## config.mk

```make
export PLATFORM = sky130hd
export DESIGN_NAME = tpa_ctrl
export DESIGN_NICKNAME = d
export VERILOG_FILES = /design/src/hw/rtl/tpa_pkg.sv /design/src/hw/rtl/tpa_ctrl.sv
export SDC_FILE = /design/constraint.sdc
export NUM_CORES = 1
export LEC_CHECK = 0
export BUFFER_PORTS_ARGS = -buffer_cell sky130_fd_sc_hd__buf_4
export CAP_MARGIN = 20
export CORE_AREA = 2 2 39 41
export DETAILED_ROUTE_END_ITERATION = 7
export DIE_AREA = 0 0 41 43
export PLACE_DENSITY = 0.76
export REMOVE_ABC_BUFFERS = 1
export SYNTH_ARGS = -nofsm -noshare
export SYNTH_HDL_FRONTEND = slang
export SYNTH_SLANG_ARGS = --single-unit
```

## constraint.sdc

```tcl
create_clock -name aclk -period 3.4 [get_ports aclk]
set_input_delay 0.68 -clock aclk [delete_from_list [all_inputs] [get_ports aclk]]
set_output_delay 0.68 -clock aclk [all_outputs]
set_load 0.02 [all_outputs]
```

## src/hw/rtl/tpa_pkg.sv

```systemverilog
// Shared constants, codes and controller/datapath interface types for the page allocator.
`timescale 1ns / 1ps

package tpa_pkg;

    localparam int PAGE_BITS = 10;
    localparam int REF_BITS  = 16;

    localparam int LEAVES = 1 << PAGE_BITS;
    localparam int INNER  = LEAVES - 1;
    localparam int HALF   = LEAVES / 2;
    localparam int FC_W   = PAGE_BITS + 1;
    localparam int LVL_W  = $clog2(PAGE_BITS + 1);
    localparam int BOTTOM = PAGE_BITS - 1;

    typedef enum logic [1:0] {
        OP_ALLOC   = 2'd0,
        OP_ADDREF  = 2'd1,
        OP_RELEASE = 2'd2,
        OP_NOP     = 2'd3
    } op_t;

    typedef enum logic [1:0] {
        ST_OK    = 2'd0,
        ST_FULL  = 2'd1,
        ST_UNREF = 2'd2,
        ST_SAT   = 2'd3
    } st_t;

    typedef struct packed {
        logic clear;
        logic take;
        logic down_first;
        logic down_next;
        logic leaf;
        logic res_full;
        logic res_unref;
        logic res_sat;
        logic add_inc;
        logic rel_dec;
        logic up_start;
        logic up_step;
        logic echo;
        logic load_out;
    } dp_cmd_t;

    typedef struct packed {
        op_t  op;
        logic clr_done;
        logic root_zero;
        logic ref_zero;
        logic ref_max;
        logic ref_one;
        logic en_bottom;
        logic cur_root;
    } dp_stat_t;

endpackage

```

## src/hw/rtl/tpa_ctrl.sv

```systemverilog
// Sequencer for the page allocator: clear pass, command decode, tree walks, result handoff.
`timescale 1ns / 1ps

module tpa_ctrl import tpa_pkg::*; (
    input  logic     aclk,
    input  logic     aresetn,
    input  logic     s_valid,
    output logic     s_ready,
    output logic     m_valid,
    input  logic     m_ready,
    input  dp_stat_t stat,
    output dp_cmd_t  cmd
);

    typedef enum logic [2:0] {
        S_INIT,
        S_IDLE,
        S_FETCH,
        S_DOWN,
        S_LEAF,
        S_UP,
        S_DONE
    } state_t;

    state_t state_reg, state_next;
    logic   m_valid_reg, m_valid_next;

    always_comb begin
        cmd        = '0;
        state_next = state_reg;
        s_ready    = 1'b0;
        unique case (state_reg)
            S_INIT: begin
                cmd.clear = 1'b1;
                if (stat.clr_done) begin
                    state_next = S_IDLE;
                end
            end
            S_IDLE: begin
                s_ready = 1'b1;
                if (s_valid) begin
                    cmd.take   = 1'b1;
                    state_next = S_FETCH;
                end
            end
            S_FETCH: begin
                unique case (stat.op)
                    OP_ALLOC: begin
                        if (stat.root_zero) begin
                            cmd.res_full = 1'b1;
                            state_next   = S_DONE;
                        end else begin
                            cmd.down_first = 1'b1;
                            state_next     = stat.en_bottom ? S_LEAF : S_DOWN;
                        end
                    end
                    OP_ADDREF: begin
                        if (stat.ref_zero) begin
                            cmd.res_unref = 1'b1;
                        end else if (stat.ref_max) begin
                            cmd.res_sat = 1'b1;
                        end else begin
                            cmd.add_inc = 1'b1;
                        end
                        state_next = S_DONE;
                    end
                    OP_RELEASE: begin
                        if (stat.ref_zero) begin
                            cmd.res_unref = 1'b1;
                            state_next    = S_DONE;
                        end else if (stat.ref_one) begin
                            cmd.rel_dec  = 1'b1;
                            cmd.up_start = 1'b1;
                            state_next   = S_UP;
                        end else begin
                            cmd.rel_dec = 1'b1;
                            state_next  = S_DONE;
                        end
                    end
                    default: begin
                        cmd.echo   = 1'b1;
                        state_next = S_DONE;
                    end
                endcase
            end
            S_DOWN: begin
                cmd.down_next = 1'b1;
                state_next    = stat.en_bottom ? S_LEAF : S_DOWN;
            end
            S_LEAF: begin
                cmd.leaf   = 1'b1;
                state_next = S_DONE;
            end
            S_UP: begin
                cmd.up_step = 1'b1;
                if (stat.cur_root) begin
                    state_next = S_DONE;
                end
            end
            S_DONE: begin
                if (!m_valid_reg || m_ready) begin
                    cmd.load_out = 1'b1;
                    state_next   = S_IDLE;
                end
            end
            default: begin
                state_next = S_INIT;
            end
        endcase
    end

    always_comb begin
        if (cmd.load_out) begin
            m_valid_next = 1'b1;
        end else if (m_ready) begin
            m_valid_next = 1'b0;
        end else begin
            m_valid_next = m_valid_reg;
        end
    end

    always_ff @(posedge aclk) begin
        if (!aresetn) begin
            state_reg   <= S_INIT;
            m_valid_reg <= 1'b0;
        end else begin
            state_reg   <= state_next;
            m_valid_reg <= m_valid_next;
        end
    end

    assign m_valid = m_valid_reg;

endmodule

```

; Word-level counts from Yosys, hierarchy flattened
; Cells that the tools add are included.
[totals]
register_bits = 4
in_bits = 13
out_inout_bits = 16
word_cells = 60
[op_classes]
eq_ne = 12
muxes = 38
reduce_logical = 8
[ops]
columns = op, count
row1 = 2-to-1 mux 1 bit, 23
row2 = 2-to-1 mux 3 bit, 7
row3 = case mux 3 bit (7 select lines), 1
row4 = 2-to-1 mux 2 bit, 5
row5 = "== test 3 bit, second input constant", 3
row6 = "inequality test 2 bit, second input constant", 4
row7 = "== test 3 x 2 -> 1 bit, second input constant", 2
row8 = 2-to-1 mux 6 bit, 1
row9 = case mux 3 bit (2 select lines), 1
row10 = AND reduction 4 bit, 1
row11 = "== test 3 x 1 -> 1 bit, second input constant", 1
row12 = zero test 3 bit, 1
row13 = OR reduction 3 bit, 1
row14 = "== test 2 x 1 -> 1 bit, second input constant", 1
row15 = "== test 2 bit, second input constant", 1
row16 = zero test 2 bit, 1
row17 = nonzero test 2 bit, 1
row18 = OR reduction 2 bit, 1
row19 = zero test 1 bit, 1
row20 = logical OR 1 bit, 1

; Logic depth before layout (Yosys ltp)
; Gate-level depths: netlist (run 1).
[depth]
depth_word = 5
depth_mapped = 6
ltp_nobuf = 6

; Least setup slack after synthesis (run 1)
; OpenSTA, ideal clock, no wires.
[synth_timing]
kind = flip-flop to output port
from = register state_reg[2]
to = output cmd[12] (netlist bit)
arrival_time_ns = 1.478
required_ns = 2.720
setup_slack_ns = 1.242
path_stages_with_launch = 5
n_path_buf = 2
path_cell_list = dfxtp_1 buf_6 clkbuf_1 nor3_1 and2_1
[synth_rtl]
columns = element, line_no
row1 = from (decl), tpa_ctrl.sv:25  ; state_t state_reg, state_next;
row2 = from (signal assigned), tpa_ctrl.sv:127  ; state_reg <= state_next;
row3 = to (decl), tpa_ctrl.sv:12  ; output dp_cmd_t cmd

==> key figures, run 1 <==
Run status
  – Status: completed

Clock tree
  – Worst-path clk slew: around 0.04 ns
  – Resize count post-CTS: 0
  – Clock Latency Late Sink: about 0.24 ns
  – CTS Hold Buffers Added: 0
  – CTS tree: built
  – CTS H-tree lvls: 1
  – CTS Sinks: 4
  – Clk root buf: clkbuf_4
  – TritonCTS buffer count: 3
  – Post-CTS setup buffer count: 0
  – CTS Buffer Depth: 2

Power
  – Pwr dens: roughly 510 nW/um2
  – Internal Power: around 0.22 mW
  – Power Total: a little over 0.4 mW
  – Lkg Pwr: slightly below 0.4 nW
  – Seq pwr share: about a quarter
  – Logic pwr share: about three fifths
  – Sw Pwr: around 0.19 mW
  – Worst IR Drop VDD: about 0.00021 V
  – Clock share of power: roughly 15%
  – Sw Share: a little under half

Setup path
  – Max FO, Critical Path: 17
  – Critical Path RT: 2.72 ns
  – Worst Path Arrival: around 1.7 ns
  – Setup crit start kind: flip-flop
  – Crit end category: output port
  – CP Class: flip-flop to output port

Die
  – I/O Pins: 29
  – Core Region: around 1400 um2
  – Initial Util: between 40% and 50%
  – Die ar.: 1760 um2
  – Die X: 41 um
  – Die Y: 43 um
  – Core Rows: 14

Global route
  – Vias in the first global route: 570
  – First-pass GRT wire length: around 2300 um
  – Largest net degree at the start of global routing: 19
  – Antenna violations before repair: 0
  – GR Util All Layers: ~18%
  – Gr ovfl total: 0

Synthesis
  – Largest cells by area after synthesis: dfxtp_1, ha_1, nor3b_1, nor2_1, a211oi_2
  – Mapped Area: 589 um2
  – YS warnings: 0
  – Netlist cell types: 35
  – Post-synth top area cell: dfxtp_1
  – Top_reg_cell synth: dfxtp_1
  – Synthesized instance count: 76
  – FFs w/ async S/R, synth: 0%
  – Sequential share of the synthesized area: between 10% and 20%
  – Yosys reg bits: 4
  – Synth Area per Inst: slightly below 8 um2
  – Post-synth EDFFs: 0
  – Post-synth top cells: nor2_1, ha_1, nor3b_1
  – Count leader, synth: nor2_1
  – Synth top area share: between 10% and 20%

Run
  – Max-Cap Viols: 0

Place
  – Post-DP HPWL: 1120 um
  – GP Congestion: 0.711
  – PortBufs: 28
  – Placed Area: between 700 and 800 um2

Routing
  – 1st-iter DRT viols: 11
  – Routed Wire Length: approximately 1400 um
  – WL/cell: around 12 um
  – Vias/cell: around 5.5
  – Drt pass-1 iters: 4
  – Vias: 646
  – Antenna Nets Post-Route: 0
  – DRC: 0

Final layout
  – Fillers: 146
  – Ant diodes: 0
  – Util after Layout: approximately three fifths
  – Area grow syn2layout: 36.9%
  – Max reg flops: 3
  – Fin area: approximately 810 um2
  – Final net count: about 120
  – Share of post-route cells with drive strength above 1: between 30% and 40%

Min path
  – Worst hold path type: flip-flop to flip-flop

STA
  – Pins Over Slew Limit: 0
  – Setup-failing EPs final: 0
  – Slew HR: approximately three fifths
  – Clock period minus worst slack: 2.41 ns
  – Clk_skew: about 0.0098 ns
  – Max Freq: ~0.41 GHz
  – Hold Vio Cnt, Final: 0
  – Setup TNS: 0 ns
  – RSZ-0062 raised after global routing: false
  – Worst-margin pin slew: between 0.5 and 0.6 ns
  – Final period utilization: a little under three quarters
## cell type report
| cell class | instances | area (um2) | area share (%) |
|---|---|---|---|
| clock buffers | 3 | 22.5 | 2.79 |
| flip-flops and latches | 4 | 80.1 | 9.92 |
| multi-input cells | 64 | 463 | 57.4 |
| inverters | 3 | 11.3 | 1.40 |
| well taps | 16 | 20.0 | 2.48 |
| repair buffers | 28 | 210 | 26.0 |
## per-layer routing
metal | GRT usage (%) | part of all wire (%) | vias up
met5 | 0 | 0 | -
met4 | 10.0 | 1.8 | 0
met3 | 1.57 | 5.8 | 4
met2 | 30.3 | 50 | 26
met1 | 22.0 | 42 | 294
li1 | - | - | 322
## critical path: stages (launching register included)
cell     delay [ns]
dfxtp_1        0.60
or3b_4         0.47
nor2_2         0.12
and3_1         0.16
buf_4          0.13
## final timing paths
check / slack (ns) / to / cells after the start / startpoint
max: 0.99 / cmd[6] / 4 / state_reg[1]$_SDFFE_PN0P_
min: 0.50 / m_valid$_SDFFE_PN0P_ / 2 / m_valid$_SDFFE_PN0P_
max reg2reg: 1.86 / state_reg[0]$_SDFFE_PN0P_ / 3 / state_reg[2]$_SDFFE_PN0P_
min reg2reg: 0.50 / m_valid$_SDFFE_PN0P_ / 2 / m_valid$_SDFFE_PN0P_
## power groups by stage
stage          logic, mW  registers, mW  clock network, mW
3_3_place_gp       0.236          0.106                  0
5_1_grt            0.265          0.112             0.0678
6_report           0.240          0.107             0.0617
3_5_place_dp       0.241          0.107                  0
4_1_cts            0.242          0.106             0.0631
2_1_floorplan      0.165         0.0958                  0
## cells by family (layout without fill, tap and decap cells)
| family | after synthesis | after routing | synth area share [%] |
|---|---|---|---|
| and+or+nand+nor | 40 | 40 | 40.3 |
| AOI/OAI and AO/OA | 17 | 17 | 22.9 |
| buffers and inverters | 8 | 34 | 7.85 |
| adders and majority gates | 6 | 6 | 12.7 |
| DFF | 4 | 4 | 13.6 |
| muxes | 1 | 1 | 2.55 |
## per-stage QoR
step | worst slack, ns | instances | hold WS [ns]
after CTS | 0.999 | 118 | 0.510
after global placement | 1.23 | 115 | 0.495
after floorplan | 1.23 | 71 | 0.568
final | 0.986 | 118 | 0.501
after detailed placement | 1.23 | 115 | 0.502
after global routing | 0.873 | 118 | 0.537
## layout by cell type, fill, tap and decap left out, types with 2 or more instances in the layout
cell type,n
nor2b_1,3
nand2_1,3
and3_1,3
nand2b_1,4
inv_1,3
clkbuf_4,3
dfxtp_1,4
buf_4,28
nor2_1,7
nor3b_1,5
and2_1,4
ha_1,6
a211oi_2,2
nor3_1,4
o21ai_1,2
nand3b_1,2
a21boi_1,3
Power figures use the tool's default switching activity.
==> inputs of run 2 (changes only) <==
Settings changed: CORE_AREA 2 2 39 41 to unset, CORE_MARGIN set to 2, CORE_UTILIZATION set to 40, DIE_AREA 0 0 41 43 to unset, PLACE_DENSITY 0.76 to 0.73.
Clock period 3.4 ns to 2 ns, I/O delays scaled along.
==> key figures, run 2 (synthesis results as in run 1) <==
Routing
  – Antenna Nets Post-Route: 0 (unchanged)
  – Drt pass-1 iters: 4 (unchanged)
  – Vias/cell: 5.30 (was 5.47)
  – Routed Wire Length: 1440 um (was 1420 um)
  – 1st-iter DRT viols: 16 (was 11)
  – WL/cell: 12.1 um (was 12.0 um)
  – DRC: 0 (unchanged)
  – Vias: 631 (was 646)

Die
  – I/O Pins: 29 (unchanged)
  – Core Rows: 13 (was 14)
  – Die ar.: 1800 um2 (was 1760 um2)
  – Die X: 42.4 um (was 41 um)
  – Core Region: 1330 um2 (was 1380 um2)
  – Initial Util: 44.2% (was 42.6%)
  – Die Y: 42.4 um (was 43 um)

Clock tree
  – CTS H-tree lvls: 1 (unchanged)
  – Resize count post-CTS: 0 (unchanged)
  – CTS Sinks: 4 (unchanged)
  – Clock Latency Late Sink: 0.24 ns (about the same)
  – Post-CTS setup buffer count: 0 (unchanged)
  – Clk root buf: clkbuf_4 (unchanged)
  – TritonCTS buffer count: 3 (unchanged)
  – CTS Hold Buffers Added: 0 (unchanged)
  – CTS Buffer Depth: 2 (unchanged)
  – Worst-path clk slew: 0.04 ns (about the same)
  – CTS tree: built (unchanged)

STA
  – Clk_skew: 0.00634 ns (was 0.00976 ns)
  – Worst-margin pin slew: 0.313 ns (was 0.576 ns)
  – Clock period minus worst slack: 1.84 ns
  – Final period utilization: roughly 92%
  – RSZ-0062 raised after global routing: false (unchanged)
  – Worst Hold Slack: 0.447 ns (was 0.501 ns)
  – Max Freq: about 0.54 GHz
  – Slew HR: 79.0% (was 61.6%)
  – Pins Over Slew Limit: 0 (unchanged)
  – Setup-failing EPs final: 0 (unchanged)
  – Setup slack after layout: 0.158 ns (was 0.986 ns)
  – Hold Vio Cnt, Final: 0 (unchanged)
  – Setup TNS: 0 ns (unchanged)

Final layout
  – Commonest non-fill, non-tap cell in the layout: buf_4 (unchanged)
  – Most frequent cells in the layout: buf_4, nor2_1, ha_1 (unchanged)
  – Fin area: 822 um2 (was 807 um2)
  – Fin cells: 119 (was 118)
  – Share of post-route cells with drive strength above 1: 38.5% (was 36.3%)
  – Max reg flops: 3 (unchanged)
  – Area grow syn2layout: 39.5% (was 36.9%)
  – Final net count: 125 (was 123)
  – Util after Layout: 61.6% (was 58.3%)
  – Ant diodes: 0 (unchanged)

Place
  – PortBufs: 28 (unchanged)
  – Placed Area: 798 um2 (was 785 um2)
  – Placed Instances: 116 (was 115)
  – Post-DP HPWL: 1170 um (was 1120 um)
  – Dpl ws: 0.287 ns (was 1.23 ns)
  – GP Congestion: 0.782 (was 0.711)

Power
  – Lkg Pwr: 0.402 nW (was 0.391 nW)
  – Pwr dens: 862 nW/um2 (was 507 nW/um2)
  – Power Total: 0.708 mW (was 0.409 mW)
  – Worst IR Drop VDD: 0.000616 V (was 0.000207 V)

Global route
  – GR Util All Layers: 16.8% (was 18.4%)
  – Largest net degree at the start of global routing: 18 (was 19)
  – Vias in the first global route: 576 (was 570)
  – Antenna violations before repair: 0 (unchanged)
  – Gr ovfl total: 0 (unchanged)
  – First-pass GRT wire length: 2430 um (was 2260 um)

Setup path
  – Worst Path Arrival: 1.44 ns (was 1.73 ns)
  – Max FO, Critical Path: 13 (was 17)
  – Crit end category: output port (unchanged)
  – CP cell instances: or3b_4, nor2_2, and3_1, buf_4 (unchanged)
  – Slowest stage cell on the critical path: or3b_4 (was dfxtp_1)
  – Crit-path max cell delay: 0.42 ns (was 0.60 ns)
  – Critical Path RT: 1.60 ns (was 2.72 ns)
  – CP Class: flip-flop to output port (unchanged)
  – Setup crit start kind: flip-flop (unchanged)

Min path
  – Worst hold path type: input port to flip-flop (was flip-flop to flip-flop)

Run
  – Max-Cap Viols: 0 (unchanged)

Run status
  – Status: completed (unchanged)
## run 2: critical path, delay by kind of cell, from the launching register on
kind | cells | cell delay, ns
simple gates | 3 | 0.70
buf+inv | 1 | 0.13
flops | 1 | 0.37
## run 2: final timing paths
kind,start,to,slack [ns],depth (start not counted)
worst max-delay path,state_reg[0]$_SDFFE_PN0P_,cmd[6],0.16,4
worst min-delay path,aresetn,state_reg[2]$_SDFFE_PN0P_,0.45,2
worst max register to register,state_reg[2]$_SDFFE_PN0P_,state_reg[0]$_SDFFE_PN0P_,0.62,4
worst min register to register,m_valid$_SDFFE_PN0P_,m_valid$_SDFFE_PN0P_,0.50,2
## run 2: power breakdown
group	switching (mW)	internal (mW)
combinational	0.252	0.222
sequential	0.0298	0.104
clock	0.0334	0.0671
## run 2: layer usage
metal,GRT usage [%],part of all wire (%)
met5,0,0
met4,1.88,0
met3,5.17,4.7
met2,24.9,48
met1,24.4,47
## run 2: area by class of cell
cell class                      instances  area, um2
Fill cell                             129        512
Multi-Input combinational cell         64        463
Timing Repair Buffer                   30        225
Sequential cell                         4       81.3
Clock buffer                            3       22.5
Tap cell                               15       18.8
Inverter                                3       11.3
==> inputs of run 3 (changes only) <==
--- a/constraint.sdc
+++ b/constraint.sdc
@@ -3,2 +3,2 @@
 set_output_delay 0.4 -clock aclk [all_outputs]
-set_load 0.02 [all_outputs]
+set_load 0.005 [all_outputs]
==> key figures, run 3 (synthesis results as in run 1) <==
Clock tree
  – TritonCTS buffer count: 3 (unchanged)
  – Clk root buf: clkbuf_4 (unchanged)
  – CTS H-tree lvls: 1 (unchanged)
  – Clock Latency Late Sink: 0.23 ns (was 0.24 ns)
  – Worst-path clk slew: 0.04 ns (about the same)
  – CTS tree: built (unchanged)
  – CTS Buffer Depth: 2 (unchanged)
  – CTS Sinks: 4 (unchanged)

Global route
  – Gr ovfl total: 0 (unchanged)
  – Largest net degree at the start of global routing: 18 (unchanged)
  – First-pass GRT wire length: 2440 um (was 2430 um)
  – GR Util All Layers: 17.4% (was 16.8%)
  – Vias in the first global route: 557 (was 576)
  – Antenna violations before repair: 0 (unchanged)

Power
  – Worst IR Drop VDD: 0.000619 V (was 0.000616 V)
  – Lkg Pwr: 0.402 nW (unchanged)
  – Pwr dens: 796 nW/um2 (was 862 nW/um2)

Place
  – Placed Instances: 116 (unchanged)
  – Post-DP HPWL: 1140 um (was 1170 um)
  – GP Congestion: 0.819 (was 0.782)
  – PortBufs: 28 (unchanged)

Min path
  – Worst hold path type: input port to flip-flop (unchanged)

STA
  – RSZ-0062 raised after global routing: false (unchanged)
  – Final period utilization: 91.0% (was 92.1%)
  – Hold Vio Cnt, Final: 0 (unchanged)
  – Max Freq: 0.549 GHz (was 0.543 GHz)
  – Pins Over Slew Limit: 0 (unchanged)
  – Setup TNS: 0 ns (unchanged)
  – Setup-failing EPs final: 0 (unchanged)
  – Clk_skew: 0.00285 ns (was 0.00634 ns)
  – Worst Hold Slack: 0.449 ns (was 0.447 ns)
  – Clock period minus worst slack: 1.82 ns (was 1.84 ns)
  – Worst-margin pin slew: 0.297 ns (was 0.313 ns)
  – Slew HR: 80.0% (was 79.0%)

Routing
  – Vias/cell: 5.29 (was 5.30)
  – 1st-iter DRT viols: 14 (was 16)
  – WL/cell: 12.2 um (was 12.1 um)
  – Vias: 629 (was 631)
  – Routed Wire Length: 1450 um (was 1440 um)
  – Antenna Nets Post-Route: 0 (unchanged)
  – DRC: 0 (unchanged)
  – Drt pass-1 iters: 4 (unchanged)

Final layout
  – Share of post-route cells with drive strength above 1: 38.5% (unchanged)
  – Fin cells: 119 (unchanged)
  – Util after Layout: 61.6% (unchanged)
  – Final net count: 125 (unchanged)
  – Fillers: 132 (was 129)
  – Area grow syn2layout: 39.5% (unchanged)
  – Max reg flops: 3 (unchanged)
  – Commonest non-fill, non-tap cell in the layout: buf_4 (unchanged)
  – Most frequent cells in the layout: buf_4, nor2_1, ha_1 (unchanged)
  – Ant diodes: 0 (unchanged)

Die
  – Die ar.: 1800 um2 (unchanged)
  – Die Y: 42.4 um (unchanged)
  – I/O Pins: 29 (unchanged)
  – Core Region: 1330 um2 (unchanged)
  – Core Rows: 13 (unchanged)
  – Die X: 42.4 um (unchanged)
  – Initial Util: 44.2% (unchanged)

Run
  – Max-Cap Viols: 0 (unchanged)

Setup path
  – Setup crit start kind: flip-flop (unchanged)
  – CP Class: flip-flop to output port (unchanged)
  – Worst Path Arrival: 1.42 ns (was 1.44 ns)
  – Max FO, Critical Path: 13 (unchanged)
  – Critical Path RT: 1.60 ns (about the same)
  – Crit end category: output port (unchanged)

Run status
  – Status: completed (unchanged)
run 3: through the flow:
step / setup slack (ns) / area, um2 / total power [mW]
after floorplan: 0.380 / 554 / 0.392
after global routing: 0.0605 / 822 / 0.715
after detailed placement: 0.318 / 798 / 0.554
final: 0.179 / 822 / 0.655
after global placement: 0.345 / 798 / 0.549
after CTS: 0.0941 / 821 / 0.659
run 3: per-layer routing:
| metal | up-vias | GRT usage, % | wire length, um |
|---|---|---|---|
| li1 | 327 | - | - |
| met1 | 288 | 26.5 | 724 |
| met2 | 14 | 23.7 | 666 |
| met3 | 0 | 3.88 | 61 |
| met4 | 0 | 5.63 | 0 |
| met5 | - | 0 | 0 |
run 3: final cells by class:
| cell class | count | area, um2 | area share (%) |
|---|---|---|---|
| Timing Repair Buffer | 30 | 225 | 27.4 |
| Sequential cell | 4 | 81.3 | 9.89 |
| Clock buffer | 3 | 22.5 | 2.74 |
| Tap cell | 15 | 18.8 | 2.28 |
| Inverter | 3 | 11.3 | 1.37 |
| Multi-Input combinational cell | 64 | 463 | 56.3 |
run 3: final timing paths:
path	start	to	slack (ns)	cells after the start
setup / recovery	state_reg[0]$_SDFFE_PN0P_	cmd[6]	0.18	4
hold / removal	aresetn	state_reg[2]$_SDFFE_PN0P_	0.45	2
setup reg to reg	state_reg[2]$_SDFFE_PN0P_	state_reg[0]$_SDFFE_PN0P_	0.62	4
hold reg to reg	m_valid$_SDFFE_PN0P_	m_valid$_SDFFE_PN0P_	0.51	2
run 3: power by group:
part | leakage (nW) | internal [mW] | switching (mW) | total [mW]
Sequential | 0.0331 | 0.104 | 0.0302 | 0.134
Combinational | 0.355 | 0.220 | 0.204 | 0.424
Clock | 0.0138 | 0.0669 | 0.0297 | 0.0966
Total | 0.402 | 0.391 | 0.264 | 0.655
run 3: worst max-delay path, stage by stage, from the launching register on:
cell	delay (ns)
dfxtp_2	0.37
or3b_4	0.43
nor2_2	0.12
and3_1	0.16
buf_4	0.11
run 3: timing repair:
item | 4_1_cts | 5_1_grt
hold buffers | 0 | 0
buffers inserted | 0 | 0
endpoints found under the hold margin | 0 | 0
gates resized for setup | 0 | 1
endpoints found under the setup margin | 0 | 1
